===== src/rtl/eism_pkg.sv =====
// ----------------------------------------------------------------------------
// eism_pkg: shared definitions of the encoder index slip monitor
// Field widths, register indexes, reset values and the control and status
// bundles between the sequencer and the serial remainder unit.
// ----------------------------------------------------------------------------
`default_nettype none

package eism_pkg;

  localparam int TickW   = 32;
  localparam int PosW    = 32;
  localparam int CountW  = 32;
  localparam int ErrW    = 16;
  localparam int CprW    = 16;
  localparam int ThrW    = 15;
  localparam int IntW    = 16;
  localparam int CfgIdxW = 2;
  localparam int CfgDatW = 16;
  // Remainder magnitude stays below 2 * modulus during a step.
  localparam int RemW    = CprW + 1;
  // Signed remainder and fold arithmetic.
  localparam int FoldW   = CprW + 2;
  localparam int StepW   = $clog2(PosW);

  localparam logic [CfgIdxW-1:0] CfgCountsPerRev = 2'd0;
  localparam logic [CfgIdxW-1:0] CfgSlipThresh   = 2'd1;
  localparam logic [CfgIdxW-1:0] CfgMinInterval  = 2'd2;

  localparam logic [CprW-1:0] CprReset = 16'd4800;
  localparam logic [ThrW-1:0] ThrReset = 15'd48;
  localparam logic [IntW-1:0] IntReset = 16'd5;

  localparam logic CmdPulse = 1'b0;
  localparam logic CmdClear = 1'b1;

  typedef struct packed {
    logic start;
  } div_ctrl_t;

  typedef struct packed {
    logic busy;
    logic done;
  } div_stat_t;

endpackage

`default_nettype wire


===== src/rtl/eism_in_if.sv =====
// ----------------------------------------------------------------------------
// eism_in_if: input item channel
// Carries an index pulse event or a clear command with valid and ready.
// ----------------------------------------------------------------------------
`default_nettype none

interface eism_in_if;
  logic                             valid;
  logic                             ready;
  logic                             command;
  logic [eism_pkg::TickW-1:0]       now_ms;
  logic signed [eism_pkg::PosW-1:0] position;

  modport source (output valid, command, now_ms, position, input ready);
  modport sink   (input valid, command, now_ms, position, output ready);
endinterface

`default_nettype wire


===== src/rtl/eism_out_if.sv =====
// ----------------------------------------------------------------------------
// eism_out_if: result item channel
// Carries the monitor state after each item with valid and ready.
// ----------------------------------------------------------------------------
`default_nettype none

interface eism_out_if;
  logic                              valid;
  logic                              ready;
  logic                              accepted;
  logic [eism_pkg::CountW-1:0]       pulse_count;
  logic signed [eism_pkg::PosW-1:0]  last_position;
  logic signed [eism_pkg::ErrW-1:0]  last_error;
  logic                              slip;

  modport source (output valid, accepted, pulse_count, last_position, last_error, slip,
                  input ready);
  modport sink   (input valid, accepted, pulse_count, last_position, last_error, slip,
                  output ready);
endinterface

`default_nettype wire


===== src/rtl/eism_cfg_if.sv =====
// ----------------------------------------------------------------------------
// eism_cfg_if: configuration write channel
// Carries a register index and write data with valid and ready.
// ----------------------------------------------------------------------------
`default_nettype none

interface eism_cfg_if;
  logic                         valid;
  logic                         ready;
  logic [eism_pkg::CfgIdxW-1:0] index;
  logic [eism_pkg::CfgDatW-1:0] data;

  modport source (output valid, index, data, input ready);
  modport sink   (input valid, index, data, output ready);
endinterface

`default_nettype wire


===== src/rtl/eism_div.sv =====
// ----------------------------------------------------------------------------
// eism_div: serial truncating remainder unit
// Restoring division, one dividend bit a cycle; the remainder takes the sign
// of the dividend, as a truncating remainder does.
// ----------------------------------------------------------------------------
`default_nettype none

module eism_div (
  input  wire                                clk,
  input  wire                                rst_n,
  input  eism_pkg::div_ctrl_t                ctrl,
  input  wire signed [eism_pkg::PosW-1:0]    dividend,
  input  wire [eism_pkg::CprW-1:0]           divisor,
  output eism_pkg::div_stat_t                stat,
  output logic signed [eism_pkg::FoldW-1:0]  rem
);

  logic [eism_pkg::PosW-1:0]  mag_r, mag_nxt;
  logic [eism_pkg::RemW-1:0]  rem_r, rem_nxt;
  logic [eism_pkg::StepW-1:0] step_r, step_nxt;
  logic                       neg_r, neg_nxt;
  logic                       busy_r, busy_nxt;
  logic                       done_r, done_nxt;
  logic [eism_pkg::RemW-1:0]  shifted;
  logic [eism_pkg::RemW-1:0]  div_ext;
  logic signed [eism_pkg::FoldW-1:0] rem_pos;

  assign shifted = {rem_r[eism_pkg::RemW-2:0], mag_r[eism_pkg::PosW-1]};
  assign div_ext = {1'b0, divisor};

  always_comb begin
    mag_nxt  = mag_r;
    rem_nxt  = rem_r;
    step_nxt = step_r;
    neg_nxt  = neg_r;
    busy_nxt = busy_r;
    done_nxt = 1'b0;
    if (ctrl.start) begin
      neg_nxt  = dividend[eism_pkg::PosW-1];
      mag_nxt  = dividend[eism_pkg::PosW-1] ? (~dividend + 1'b1) : dividend;
      rem_nxt  = '0;
      step_nxt = '0;
      busy_nxt = 1'b1;
    end else if (busy_r) begin
      rem_nxt  = (shifted >= div_ext) ? (shifted - div_ext) : shifted;
      mag_nxt  = {mag_r[eism_pkg::PosW-2:0], 1'b0};
      step_nxt = step_r + 1'b1;
      if (step_r == eism_pkg::StepW'(eism_pkg::PosW - 1)) begin
        busy_nxt = 1'b0;
        done_nxt = 1'b1;
      end
    end
  end

  always_ff @(posedge clk) begin
    if (!rst_n) begin
      busy_r <= 1'b0;
      done_r <= 1'b0;
      step_r <= '0;
    end else begin
      busy_r <= busy_nxt;
      done_r <= done_nxt;
      step_r <= step_nxt;
    end
    mag_r <= mag_nxt;
    rem_r <= rem_nxt;
    neg_r <= neg_nxt;
  end

  assign rem_pos   = $signed({1'b0, rem_r});
  assign rem       = neg_r ? -rem_pos : rem_pos;
  assign stat.busy = busy_r;
  assign stat.done = done_r;

endmodule

`default_nettype wire


===== src/rtl/encoder_index_slip_monitor.sv =====
// ----------------------------------------------------------------------------
// encoder_index_slip_monitor: index pulse debounce and slip detection
// Debounces index pulses of a quadrature encoder, checks the count delta
// between accepted pulses against whole revolutions and latches slip.
// ----------------------------------------------------------------------------
//
//   Channel | Direction | Payload                                        | Transfer
//   in_ch   | sink      | command, now_ms, position                      | valid & ready
//   out_ch  | source    | accepted, pulse_count, last_position,          | valid & ready
//           |           | last_error, slip                               |
//   cfg_ch  | sink      | index, data                                    | valid & ready
//
// A clear command, a rejected pulse or the first accepted pulse goes from the idle
// state through the check state to the done state; a checked pulse also passes the
// delta state, the divide state with the unit's 32 one-bit steps and the fold state.
// Reset (synchronous, active low) clears all monitor state and loads the
// register defaults; no clearing pass is needed. in_ch.ready is high only while
// the sequencer is idle. A result waits in the output register until taken,
// and the next input item may be transferred meanwhile; a later result stalls
// the sequencer only while the output register is still full. Configuration
// transfers are taken in every cycle.
// ----------------------------------------------------------------------------
`default_nettype none

module encoder_index_slip_monitor (
  input wire         clk,
  input wire         rst_n,
  eism_in_if.sink    in_ch,
  eism_out_if.source out_ch,
  eism_cfg_if.sink   cfg_ch
);

  // Sequencer codes.
  localparam logic [2:0] StIdle  = 3'd0;
  localparam logic [2:0] StCheck = 3'd1;
  localparam logic [2:0] StDelta = 3'd2;
  localparam logic [2:0] StDiv   = 3'd3;
  localparam logic [2:0] StFold  = 3'd4;
  localparam logic [2:0] StDone  = 3'd5;

  logic [2:0] state_r, state_nxt;

  // Configuration registers.
  logic [eism_pkg::CprW-1:0] cpr_r;
  logic [eism_pkg::ThrW-1:0] thr_r;
  logic [eism_pkg::IntW-1:0] int_r;

  // Monitor state.
  logic [eism_pkg::TickW-1:0]       tick_r, tick_nxt;
  logic signed [eism_pkg::PosW-1:0] spos_r, spos_nxt;
  logic [eism_pkg::CountW-1:0]      count_r, count_nxt;
  logic signed [eism_pkg::ErrW-1:0] err_r, err_nxt;
  logic                             slip_r, slip_nxt;

  // Captured item and working values.
  logic                             cmd_r;
  logic [eism_pkg::TickW-1:0]       now_r;
  logic signed [eism_pkg::PosW-1:0] pos_r;
  logic                             acc_r, acc_nxt;
  logic signed [eism_pkg::PosW-1:0] delta_r, delta_nxt;

  // Output register.
  logic                              out_valid_r;
  logic                              o_acc_r;
  logic [eism_pkg::CountW-1:0]       o_count_r;
  logic signed [eism_pkg::PosW-1:0]  o_pos_r;
  logic signed [eism_pkg::ErrW-1:0]  o_err_r;
  logic                              o_slip_r;

  logic                 in_xfer;
  logic                 out_load;
  logic [eism_pkg::TickW-1:0] elapsed;

  eism_pkg::div_ctrl_t               div_ctrl;
  eism_pkg::div_stat_t               div_stat;
  logic signed [eism_pkg::FoldW-1:0] rem;

  // Fold of the remainder into plus or minus half a revolution.
  logic signed [eism_pkg::FoldW-1:0] modulus;
  logic signed [eism_pkg::FoldW-1:0] half;
  logic signed [eism_pkg::FoldW-1:0] folded;
  logic signed [eism_pkg::FoldW-1:0] err_abs;

  assign in_xfer  = in_ch.valid && in_ch.ready;
  assign out_load = (state_r == StDone) && (!out_valid_r || out_ch.ready);
  assign elapsed  = now_r - tick_r;

  assign modulus = $signed({2'b00, cpr_r});
  assign half    = modulus >>> 1;

  always_comb begin
    if (cpr_r == '0) begin
      // A zero modulus counts as a remainder of zero.
      folded = '0;
    end else if (rem > half) begin
      folded = rem - modulus;
    end else if (rem < -half) begin
      folded = rem + modulus;
    end else begin
      folded = rem;
    end
    err_abs = folded[eism_pkg::FoldW-1] ? -folded : folded;
  end

  always_comb begin
    state_nxt    = state_r;
    tick_nxt     = tick_r;
    spos_nxt     = spos_r;
    count_nxt    = count_r;
    err_nxt      = err_r;
    slip_nxt     = slip_r;
    acc_nxt      = acc_r;
    delta_nxt    = delta_r;
    div_ctrl.start = 1'b0;
    case (state_r)
      StIdle: begin
        if (in_xfer) begin
          state_nxt = StCheck;
        end
      end
      StCheck: begin
        acc_nxt   = 1'b0;
        state_nxt = StDone;
        if (cmd_r == eism_pkg::CmdClear) begin
          slip_nxt = 1'b0;
        end else if (elapsed >= eism_pkg::TickW'(int_r)) begin
          acc_nxt  = 1'b1;
          tick_nxt = now_r;
          if (count_r == '0) begin
            // The first accepted pulse only records its position and is counted; it is not checked.
            spos_nxt  = pos_r;
            count_nxt = count_r + 1'b1;
          end else begin
            state_nxt = StDelta;
          end
        end
      end
      StDelta: begin
        delta_nxt = pos_r - spos_r;
        state_nxt = StDiv;
      end
      StDiv: begin
        // Start is issued on entry; the unit reports done after 32 steps.
        if (!div_stat.busy && !div_stat.done) begin
          div_ctrl.start = 1'b1;
        end
        if (div_stat.done) begin
          state_nxt = StFold;
        end
      end
      StFold: begin
        err_nxt   = folded[eism_pkg::ErrW-1:0];
        if (err_abs > $signed({3'b000, thr_r})) begin
          slip_nxt = 1'b1;
        end
        spos_nxt  = pos_r;
        count_nxt = count_r + 1'b1;
        state_nxt = StDone;
      end
      StDone: begin
        if (out_load) begin
          state_nxt = StIdle;
        end
      end
      default: begin
        state_nxt = StIdle;
      end
    endcase
  end

  eism_div u_div (
    .clk      (clk),
    .rst_n    (rst_n),
    .ctrl     (div_ctrl),
    .dividend (delta_r),
    .divisor  (cpr_r),
    .stat     (div_stat),
    .rem      (rem)
  );

  always_ff @(posedge clk) begin
    if (!rst_n) begin
      state_r     <= StIdle;
      cpr_r       <= eism_pkg::CprReset;
      thr_r       <= eism_pkg::ThrReset;
      int_r       <= eism_pkg::IntReset;
      tick_r      <= '0;
      spos_r      <= '0;
      count_r     <= '0;
      err_r       <= '0;
      slip_r      <= 1'b0;
      out_valid_r <= 1'b0;
    end else begin
      state_r <= state_nxt;
      tick_r  <= tick_nxt;
      spos_r  <= spos_nxt;
      count_r <= count_nxt;
      err_r   <= err_nxt;
      slip_r  <= slip_nxt;
      if (cfg_ch.valid) begin
        case (cfg_ch.index)
          eism_pkg::CfgCountsPerRev: cpr_r <= cfg_ch.data;
          eism_pkg::CfgSlipThresh:   thr_r <= cfg_ch.data[eism_pkg::ThrW-1:0];
          eism_pkg::CfgMinInterval:  int_r <= cfg_ch.data;
          default: begin
          end
        endcase
      end
      if (out_load) begin
        out_valid_r <= 1'b1;
      end else if (out_ch.ready) begin
        out_valid_r <= 1'b0;
      end
    end
    acc_r   <= acc_nxt;
    delta_r <= delta_nxt;
    if (in_xfer) begin
      cmd_r <= in_ch.command;
      now_r <= in_ch.now_ms;
      pos_r <= in_ch.position;
    end
    if (out_load) begin
      // The result shows the state after the item.
      o_acc_r   <= acc_r;
      o_count_r <= count_r;
      o_pos_r   <= spos_r;
      o_err_r   <= err_r;
      o_slip_r  <= slip_r;
    end
  end

  assign in_ch.ready          = (state_r == StIdle);
  assign cfg_ch.ready         = 1'b1;
  assign out_ch.valid         = out_valid_r;
  assign out_ch.accepted      = o_acc_r;
  assign out_ch.pulse_count   = o_count_r;
  assign out_ch.last_position = o_pos_r;
  assign out_ch.last_error    = o_err_r;
  assign out_ch.slip          = o_slip_r;

endmodule

`default_nettype wire


===== src/flat_wrapper.sv =====
// flat-port wrapper written by rule: the top's interface ports become plain ports
module encoder_index_slip_monitor_flat 
  (clk, rst_n, in_ch_valid, in_ch_command, in_ch_now_ms, in_ch_position, in_ch_ready, out_ch_valid, out_ch_accepted, out_ch_pulse_count, out_ch_last_position, out_ch_last_error, out_ch_slip, out_ch_ready, cfg_ch_valid, cfg_ch_index, cfg_ch_data, cfg_ch_ready);
  eism_in_if in_ch_i ();
  eism_out_if out_ch_i ();
  eism_cfg_if cfg_ch_i ();
  input wire clk;
  input wire rst_n;
  input wire logic [$bits(in_ch_i.valid)-1:0] in_ch_valid;
  input wire logic [$bits(in_ch_i.command)-1:0] in_ch_command;
  input wire logic [$bits(in_ch_i.now_ms)-1:0] in_ch_now_ms;
  input wire logic [$bits(in_ch_i.position)-1:0] in_ch_position;
  output wire logic [$bits(in_ch_i.ready)-1:0] in_ch_ready;
  output wire logic [$bits(out_ch_i.valid)-1:0] out_ch_valid;
  output wire logic [$bits(out_ch_i.accepted)-1:0] out_ch_accepted;
  output wire logic [$bits(out_ch_i.pulse_count)-1:0] out_ch_pulse_count;
  output wire logic [$bits(out_ch_i.last_position)-1:0] out_ch_last_position;
  output wire logic [$bits(out_ch_i.last_error)-1:0] out_ch_last_error;
  output wire logic [$bits(out_ch_i.slip)-1:0] out_ch_slip;
  input wire logic [$bits(out_ch_i.ready)-1:0] out_ch_ready;
  input wire logic [$bits(cfg_ch_i.valid)-1:0] cfg_ch_valid;
  input wire logic [$bits(cfg_ch_i.index)-1:0] cfg_ch_index;
  input wire logic [$bits(cfg_ch_i.data)-1:0] cfg_ch_data;
  output wire logic [$bits(cfg_ch_i.ready)-1:0] cfg_ch_ready;
  assign in_ch_i.valid = in_ch_valid;
  assign in_ch_i.command = in_ch_command;
  assign in_ch_i.now_ms = in_ch_now_ms;
  assign in_ch_i.position = in_ch_position;
  assign in_ch_ready = in_ch_i.ready;
  assign out_ch_valid = out_ch_i.valid;
  assign out_ch_accepted = out_ch_i.accepted;
  assign out_ch_pulse_count = out_ch_i.pulse_count;
  assign out_ch_last_position = out_ch_i.last_position;
  assign out_ch_last_error = out_ch_i.last_error;
  assign out_ch_slip = out_ch_i.slip;
  assign out_ch_i.ready = out_ch_ready;
  assign cfg_ch_i.valid = cfg_ch_valid;
  assign cfg_ch_i.index = cfg_ch_index;
  assign cfg_ch_i.data = cfg_ch_data;
  assign cfg_ch_ready = cfg_ch_i.ready;
  encoder_index_slip_monitor u_core (.clk(clk), .rst_n(rst_n), .in_ch(in_ch_i), .out_ch(out_ch_i), .cfg_ch(cfg_ch_i));
endmodule

===== config.mk =====
export PLATFORM = sky130hd
export DESIGN_NAME = encoder_index_slip_monitor_flat
export DESIGN_NICKNAME = d
export VERILOG_FILES = /design/src/rtl/eism_pkg.sv /design/src/rtl/eism_in_if.sv /design/src/rtl/eism_out_if.sv /design/src/rtl/eism_cfg_if.sv /design/src/rtl/eism_div.sv /design/src/rtl/encoder_index_slip_monitor.sv /design/src/flat_wrapper.sv
export SDC_FILE = /design/constraint.sdc
export NUM_CORES = 1
export LEC_CHECK = 0
export BUFFER_PORTS_ARGS = -buffer_cell sky130_fd_sc_hd__buf_4
export CAP_MARGIN = 20
export CORE_MARGIN = 3
export CORE_UTILIZATION = 55
export DETAILED_ROUTE_END_ITERATION = 10
export HOLD_SLACK_MARGIN = 0.12
export PLACE_DENSITY = 0.72
export SYNTH_ARGS = -nofsm -noshare
export SYNTH_HDL_FRONTEND = slang
export SYNTH_SLANG_ARGS = --single-unit

===== constraint.sdc =====
create_clock -name clk -period 15.65 [get_ports clk]
set_input_delay 3.9125 -clock clk [delete_from_list [all_inputs] [get_ports clk]]
set_output_delay 3.9125 -clock clk [all_outputs]
set_load 0.02 [all_outputs]

-- Word level (Yosys, flattened, before mapping)
Cells that the tools add are included.
- register bits after elaboration: 401
- output and inout bits: 85
- $add $sub $neg: 11
- magnitude comparators: 5
- equality and inequality tests: 16
- multiplexer cells: 36
- bitwise gates (word level): 4
- reductions and logical operators: 23
- operators by type and width (kind ; number):
    2-to-1 mux 32 bit ; 9
    case mux 32 bit (2 select lines) ; 2
    2-to-1 mux 18 bit ; 5
    adder 32 x 1 -> 32 bit (second input constant) ; 2
    subtractor 32 bit ; 2
    greater-than comparator 18 x 16 -> 1 bit ; 2
    >= comparator 32 x 16 -> 1 bit ; 1
    zero test 32 bit ; 1
    inverter 32 bit ; 1
    adder 18 x 17 -> 18 bit ; 1
    less-than comparator 18 bit ; 1
    2-to-1 mux 3 bit ; 6
    negator 15 -> 18 bit ; 1
    negator 17 -> 18 bit ; 1
    negator 18 bit ; 1
    case mux 3 bit (6 select lines) ; 1
    subtractor 18 x 17 -> 18 bit ; 1
    >= comparator 17 x 16 -> 1 bit ; 1
    2-to-1 mux 17 bit ; 1
    subtractor 17 x 16 -> 17 bit ; 1
    zero test 16 bit ; 1
    2-to-1 mux 1 bit ; 11
    inequality test 2 x 1 -> 1 bit (second input constant) ; 5
    AND reduction 3 bit ; 3
    20 further kinds ; 34

-- Depth between registers and ports, before layout
- word-level depth: 11
- gate-level depth with buffers: 35
- gate-level depth less buffers: 33

-- Modules after synthesis
A second synthesis with hierarchy kept.
- cell total of the unflattened synthesis: 2489
- area, all modules: 23765.3 um^2
- modules (own cells, without submodules) (module ; instances ; cells each ; area an instance (um^2) ; seq. area each (um^2)):
    encoder_index_slip_monitor ; 1 ; 1994 ; 19417.4 ; 8688.3
    eism_div ; 1 ; 495 ; 4347.9 ; 1471.4

-- Worst setup path before layout
Ideal clock, no wire load.
- kind: input to register
- from: input out_ch_ready
- to: register u_core.o_acc_r, in the netlist u_core.out_ch.accepted, enable pin
- arrival: 7517 ps
- data required time: 15127 ps
- path slack: 7610 ps
- stages: 3
- buffers on the path: 0
- cells stage by stage: nand2b_1 -> nand2_1 -> nor2_1
- longest elaborated chain between the ends: 2
- RTL lines (element ; line ; RTL):
    start, declared ; flat_wrapper.sv:20 ; input wire logic [$bits(out_ch_i.ready)-1:0] out_ch_ready;
    logical OR 1 bit ; encoder_index_slip_monitor.sv:85 ; assign out_load = (state_r == StDone) && (!out_valid_r || out_ch.ready);
    logical AND 1 bit ; encoder_index_slip_monitor.sv:85 ;
    net u_core.out_load ; encoder_index_slip_monitor.sv:71 ; logic out_load;
    end signal, assigned ; encoder_index_slip_monitor.sv:224 ; o_acc_r <= acc_r;
    end, declared ; encoder_index_slip_monitor.sv:64 ; logic o_acc_r;
The timed path passes the listed nets, and every way through them passes these cells.
A chain may end at the register's enable or synchronous reset.

-- Final worst setup path
- from: register u_core.u_div.rem_r[2] (netlist name)
- to: register u_core.slip_r
- longest elaborated chain between the ends: 11
- elaborated cells on any way between the ends: 14
- classes of those cells: add/sub (4); order compare (3); eq/ne (1); mux (5); reduce/logical (1)
- RTL lines (element ; line ; RTL):
    start, declared ; eism_div.sv:19 ; logic [eism_pkg::RemW-1:0] rem_r, rem_nxt;
    start signal, assigned ; eism_div.sv:66 ; rem_r <= rem_nxt;
    negator 17 -> 18 bit ; eism_div.sv:71 ; assign rem = neg_r ? -rem_pos : rem_pos;
    2-to-1 mux 18 bit (*) ; eism_div.sv:71 ;
    adder 18 x 17 -> 18 bit or less-than comparator 18 bit (tied branches) ; encoder_index_slip_monitor.sv:98, encoder_index_slip_monitor.sv:97 ;
    2-to-1 mux 18 bit ; encoder_index_slip_monitor.sv:97 ; end else if (rem < -half) begin
    2-to-1 mux 18 bit (*) ; encoder_index_slip_monitor.sv:95 ; end else if (rem > half) begin
    2-to-1 mux 18 bit (*) ; encoder_index_slip_monitor.sv:92 ; if (cpr_r == '0) begin
    negator 18 bit ; encoder_index_slip_monitor.sv:102 ; err_abs = folded[eism_pkg::FoldW-1] ? -folded : folded;
    2-to-1 mux 18 bit (*) ; encoder_index_slip_monitor.sv:102 ;
    greater-than comparator 18 x 16 -> 1 bit (*) ; encoder_index_slip_monitor.sv:153 ; if (err_abs > $signed({3'b000, thr_r})) begin
    inequality test 2 x 1 -> 1 bit (no source line) (*) ; - ;
    AND reduction 3 bit (no source line) (*) ; - ;
    end signal, assigned ; encoder_index_slip_monitor.sv:199 ; slip_r <= slip_nxt;
    end, declared ; encoder_index_slip_monitor.sv:53 ; logic slip_r, slip_nxt;
Mark *: on every way between the ends. The rest lies on a longest branch, timed or not.

==> key figures <==
Run status
  • Status: finished, final reports clean

STA
  • Worst hold slack: just over 0.4 ns
  • Slew HR: 0.298
  • Layout Skew: 0.0258 ns
  • Final setup margin: between 7 and 8 ns
  • Fin crit period: roughly 7.7 ns
  • Tcrit/Tclk final: 0.492
  • Worst Tran Pin Value: approximately 1.1 ns
  • Final TNS setup: 0 ns
  • Final Slew Violations: 0
  • Setup violators final: 0
  • RSZ-0062 raised after global routing: false
  • Fmax: 0.130 GHz
  • Fin. Hold Viols: 0

Worst hold path
  • Hold Crit Depth: 0
  • Hold path startpoint: u_core.err_r[14]
  • Hold EP: u_core.out_ch.last_error[14]
  • Hold WC Path Type: reg -> reg

Clock tree
  • Num CTS Buffers: 43
  • Clk_lat worst skew: about 0.57 ns
  • Hold buffer count at cts: 0
  • Htree depth: 2
  • CTS max path bufs: 3
  • Clock sinks: 401
  • TritonCTS clock tree: done
  • Post-CTS Setup Bufs: 0
  • CTS root buf: clkbuf_16
  • Post_cts resized: 0
  • Clk pin slew, worst setup/hold paths: approximately 0.06 ns

Synthesis
  • YS warnings: 0
  • Synthesized Nets: around 2800
  • Synthesized area: ~24000 sq um
  • Netlist cell types: between 100 and 150
  • Post-synthesis adder-cell area fraction: 0.0996
  • Synth Area in Simple Gates: 0.176
  • Ranking of synthesized cells by area: edfxtp_1, dfxtp_1, ha_1, nand2_1, mux2i_1
  • Most used flip-flop cell after synthesis: edfxtp_1
  • Compound-gate portion of the synthesized area: 0.153
  • Synth top area share: 0.271
  • Largest family of logic cells by synthesized area: simple AND/OR/NAND/NOR gates
  • Syn Inst Count: around 2500
  • Synth cell count leaders: nand2_1, edfxtp_1, dfxtp_1
  • Post-synthesis mux area share: 0.0379
  • Largest area contributor in the netlist: edfxtp_1
  • Synth Area in XOR/XNOR: 0.0574
  • Seq/Total Area, Yosys: 0.430
  • Asr flop ratio synth: 0
  • Most common cell in the netlist: nand2_1
  • Post-synth EDFFs: about 210
  • Mean Syn Cell Area: 9.35 sq um
  • Seq cells post-synth: roughly 400

Drt
  • WL/cell: 18.0 um
  • Via Count: about 19000
  • Residual DRC count: 0
  • ANT nets after route: 0
  • Starting DRC count in detailed routing: roughly 1200
  • First drt pass iteration count: 6
  • Final wirelength: between 50000 and 60000 um
  • Via-per-instance ratio: between 5 and 6

Critical path
  • Worst-path maximum fanout: 11
  • CP Data Arrival Time: about 8 ns
  • CP startpoint kind: flip-flop
  • Worst reg2reg path endpoint: u_core.slip_r
  • CP max stage cell: or4_1
  • Slack of the worst reg-to-reg path: 7.95 ns
  • Crit end category: flip-flop
  • Reg2reg path depth: 31
  • Worst Path Required: roughly 16 ns
  • FF-to-FF Start: u_core.u_div.rem_r[2]
  • Critical path type: reg -> reg
  • CP max stage delay: between 0.5 and 0.6 ns

Place
  • Post-DP HPWL: between 40000 and 50000 um
  • Placed cell count: between 3000 and 4000
  • DP Area: between 20000 and 30000 sq um
  • RD Place Congestion: ~0.94
  • I/O Buffers: approximately 170
  • Dpl ws: ~8 ns

Power and ir drop
  • P_leak: between 10 and 15 nW
  • Power Total: 5.30 mW
  • Worst VDD drop: 0.126 mV
  • Pwr/cell area: 199 nW/um^2

GRT
  • Initial antenna violation count: 2
  • First-pass GRT wire length: 92800 um
  • GR Overflow Total: 0
  • Vias in the first global route: 17959
  • Gr usage total: 0.254
  • Pin count of the biggest net entering global routing: 91

Floorplanning
  • Die width: between 200 and 250 um
  • Row count: 75
  • Die area: between 40000 and 50000 sq um
  • Die height: between 200 and 250 um
  • Initial Util: 0.560
  • Io pins: 173
  • CORE AREA: approximately 42000 sq um

Finish
  • Number of nets in the layout: around 3000
  • # fillers: 3510
  • Final Util: 0.634
  • Non-Filler Instances: ~3200
  • Layout area overhead: 13.1%
  • Share of post-route cells with drive strength above 1: 0.112
  • Post-route cell area: roughly 27000 sq um

Job
  • Maxcap violations: 0
[kinds of logic (layout without fill, tap and decap cells)]
family,Yosys count,in the layout
and+or+nand+nor,872,872
buffers and inverters,271,445
xor gates and xnor gates,153,153
other,1,4
DFF,401,401
muxes,89,89
AOI/OAI and AO/OA,554,554
adders and majority gates,185,185
[layer usage]
| metal | share of wire | wire length [um] | vias to the layer above | GRT usage |
|---|---|---|---|---|
| met5 | 0.00034 | 20 | - | 0 |
| met2 | 0.46 | 26600 | 567 | 0.414 |
| met3 | 0.062 | 3610 | 109 | 0.0458 |
| li1 | - | - | 9283 | - |
| met4 | 0.032 | 1840 | 2 | 0.0905 |
| met1 | 0.45 | 26200 | 8746 | 0.342 |
[area by class of cell]
cell class                 count  area (sq um)  area share
sequential                   401         10200       0.380
multi-input combinational   1854         12400       0.464
inverter                     179           672      0.0252
tap                          539           674      0.0253
antenna                        3          7.51    0.000281
timing repair buffer         186          1420      0.0531
clock inverter                13           136     0.00511
clock buffer                  67          1250      0.0468
[power by group]
group	switching (mW)	internal, mW	leakage [nW]
clock network	0.408	0.585	0.672
logic	1.67	1.14	6.23
registers	0.147	1.36	3.50
[worst max-delay path by stage]
stage | end | start | slack (ns) | depth (start not counted)
after floorplan | u_core.out_ch.accepted | out_ch_ready | 7.61 | 3
after global placement | u_core.slip_r | u_core.u_div.rem_r[2] | 8.29 | 31
after detailed placement | u_core.slip_r | u_core.u_div.rem_r[2] | 8.06 | 31
after CTS | u_core.slip_r | u_core.u_div.rem_r[2] | 8.01 | 31
after global routing | u_core.slip_r | u_core.u_div.rem_r[2] | 7.22 | 31
final | u_core.slip_r | u_core.u_div.rem_r[2] | 7.95 | 31
[cells in the final DEF, fill, tap and decap left out, types with 16 or more instances in the layout]
cell type and count:
a211oi_1 23, a21o_1 42, a21oi_1 150, and3_1 21
buf_4 183, clkbuf_1 18, clkbuf_16 45, dfxtp_1 188
edfxtp_1 213, ha_1 180, inv_1 177, mux2i_1 85
nand2_1 376, nand2b_1 23, nand3_1 49, nand4_1 29
nor2_1 170, nor2b_1 28, nor3_1 40, nor4_1 24
o211ai_1 21, o21a_1 19, o21ai_0 133, o21bai_1 16
o31ai_1 19, o41ai_1 16, or3_1 26, xnor2_1 87
xor2_1 64
[critical path: cells and delay by family, from the launching register on]
kind                     cells  cell delay [ns]
adder cells (fa/ha/maj)      3             0.97
multiplexers                 1             0.28
AO/OA/AOI/OAI               11             2.74
XOR/XNOR                     2             0.41
flip-flops                   1             0.42
AND/OR/NAND/NOR             11             2.42
buffers and inverters        3             0.38
(Power assumes the default switching activity.)
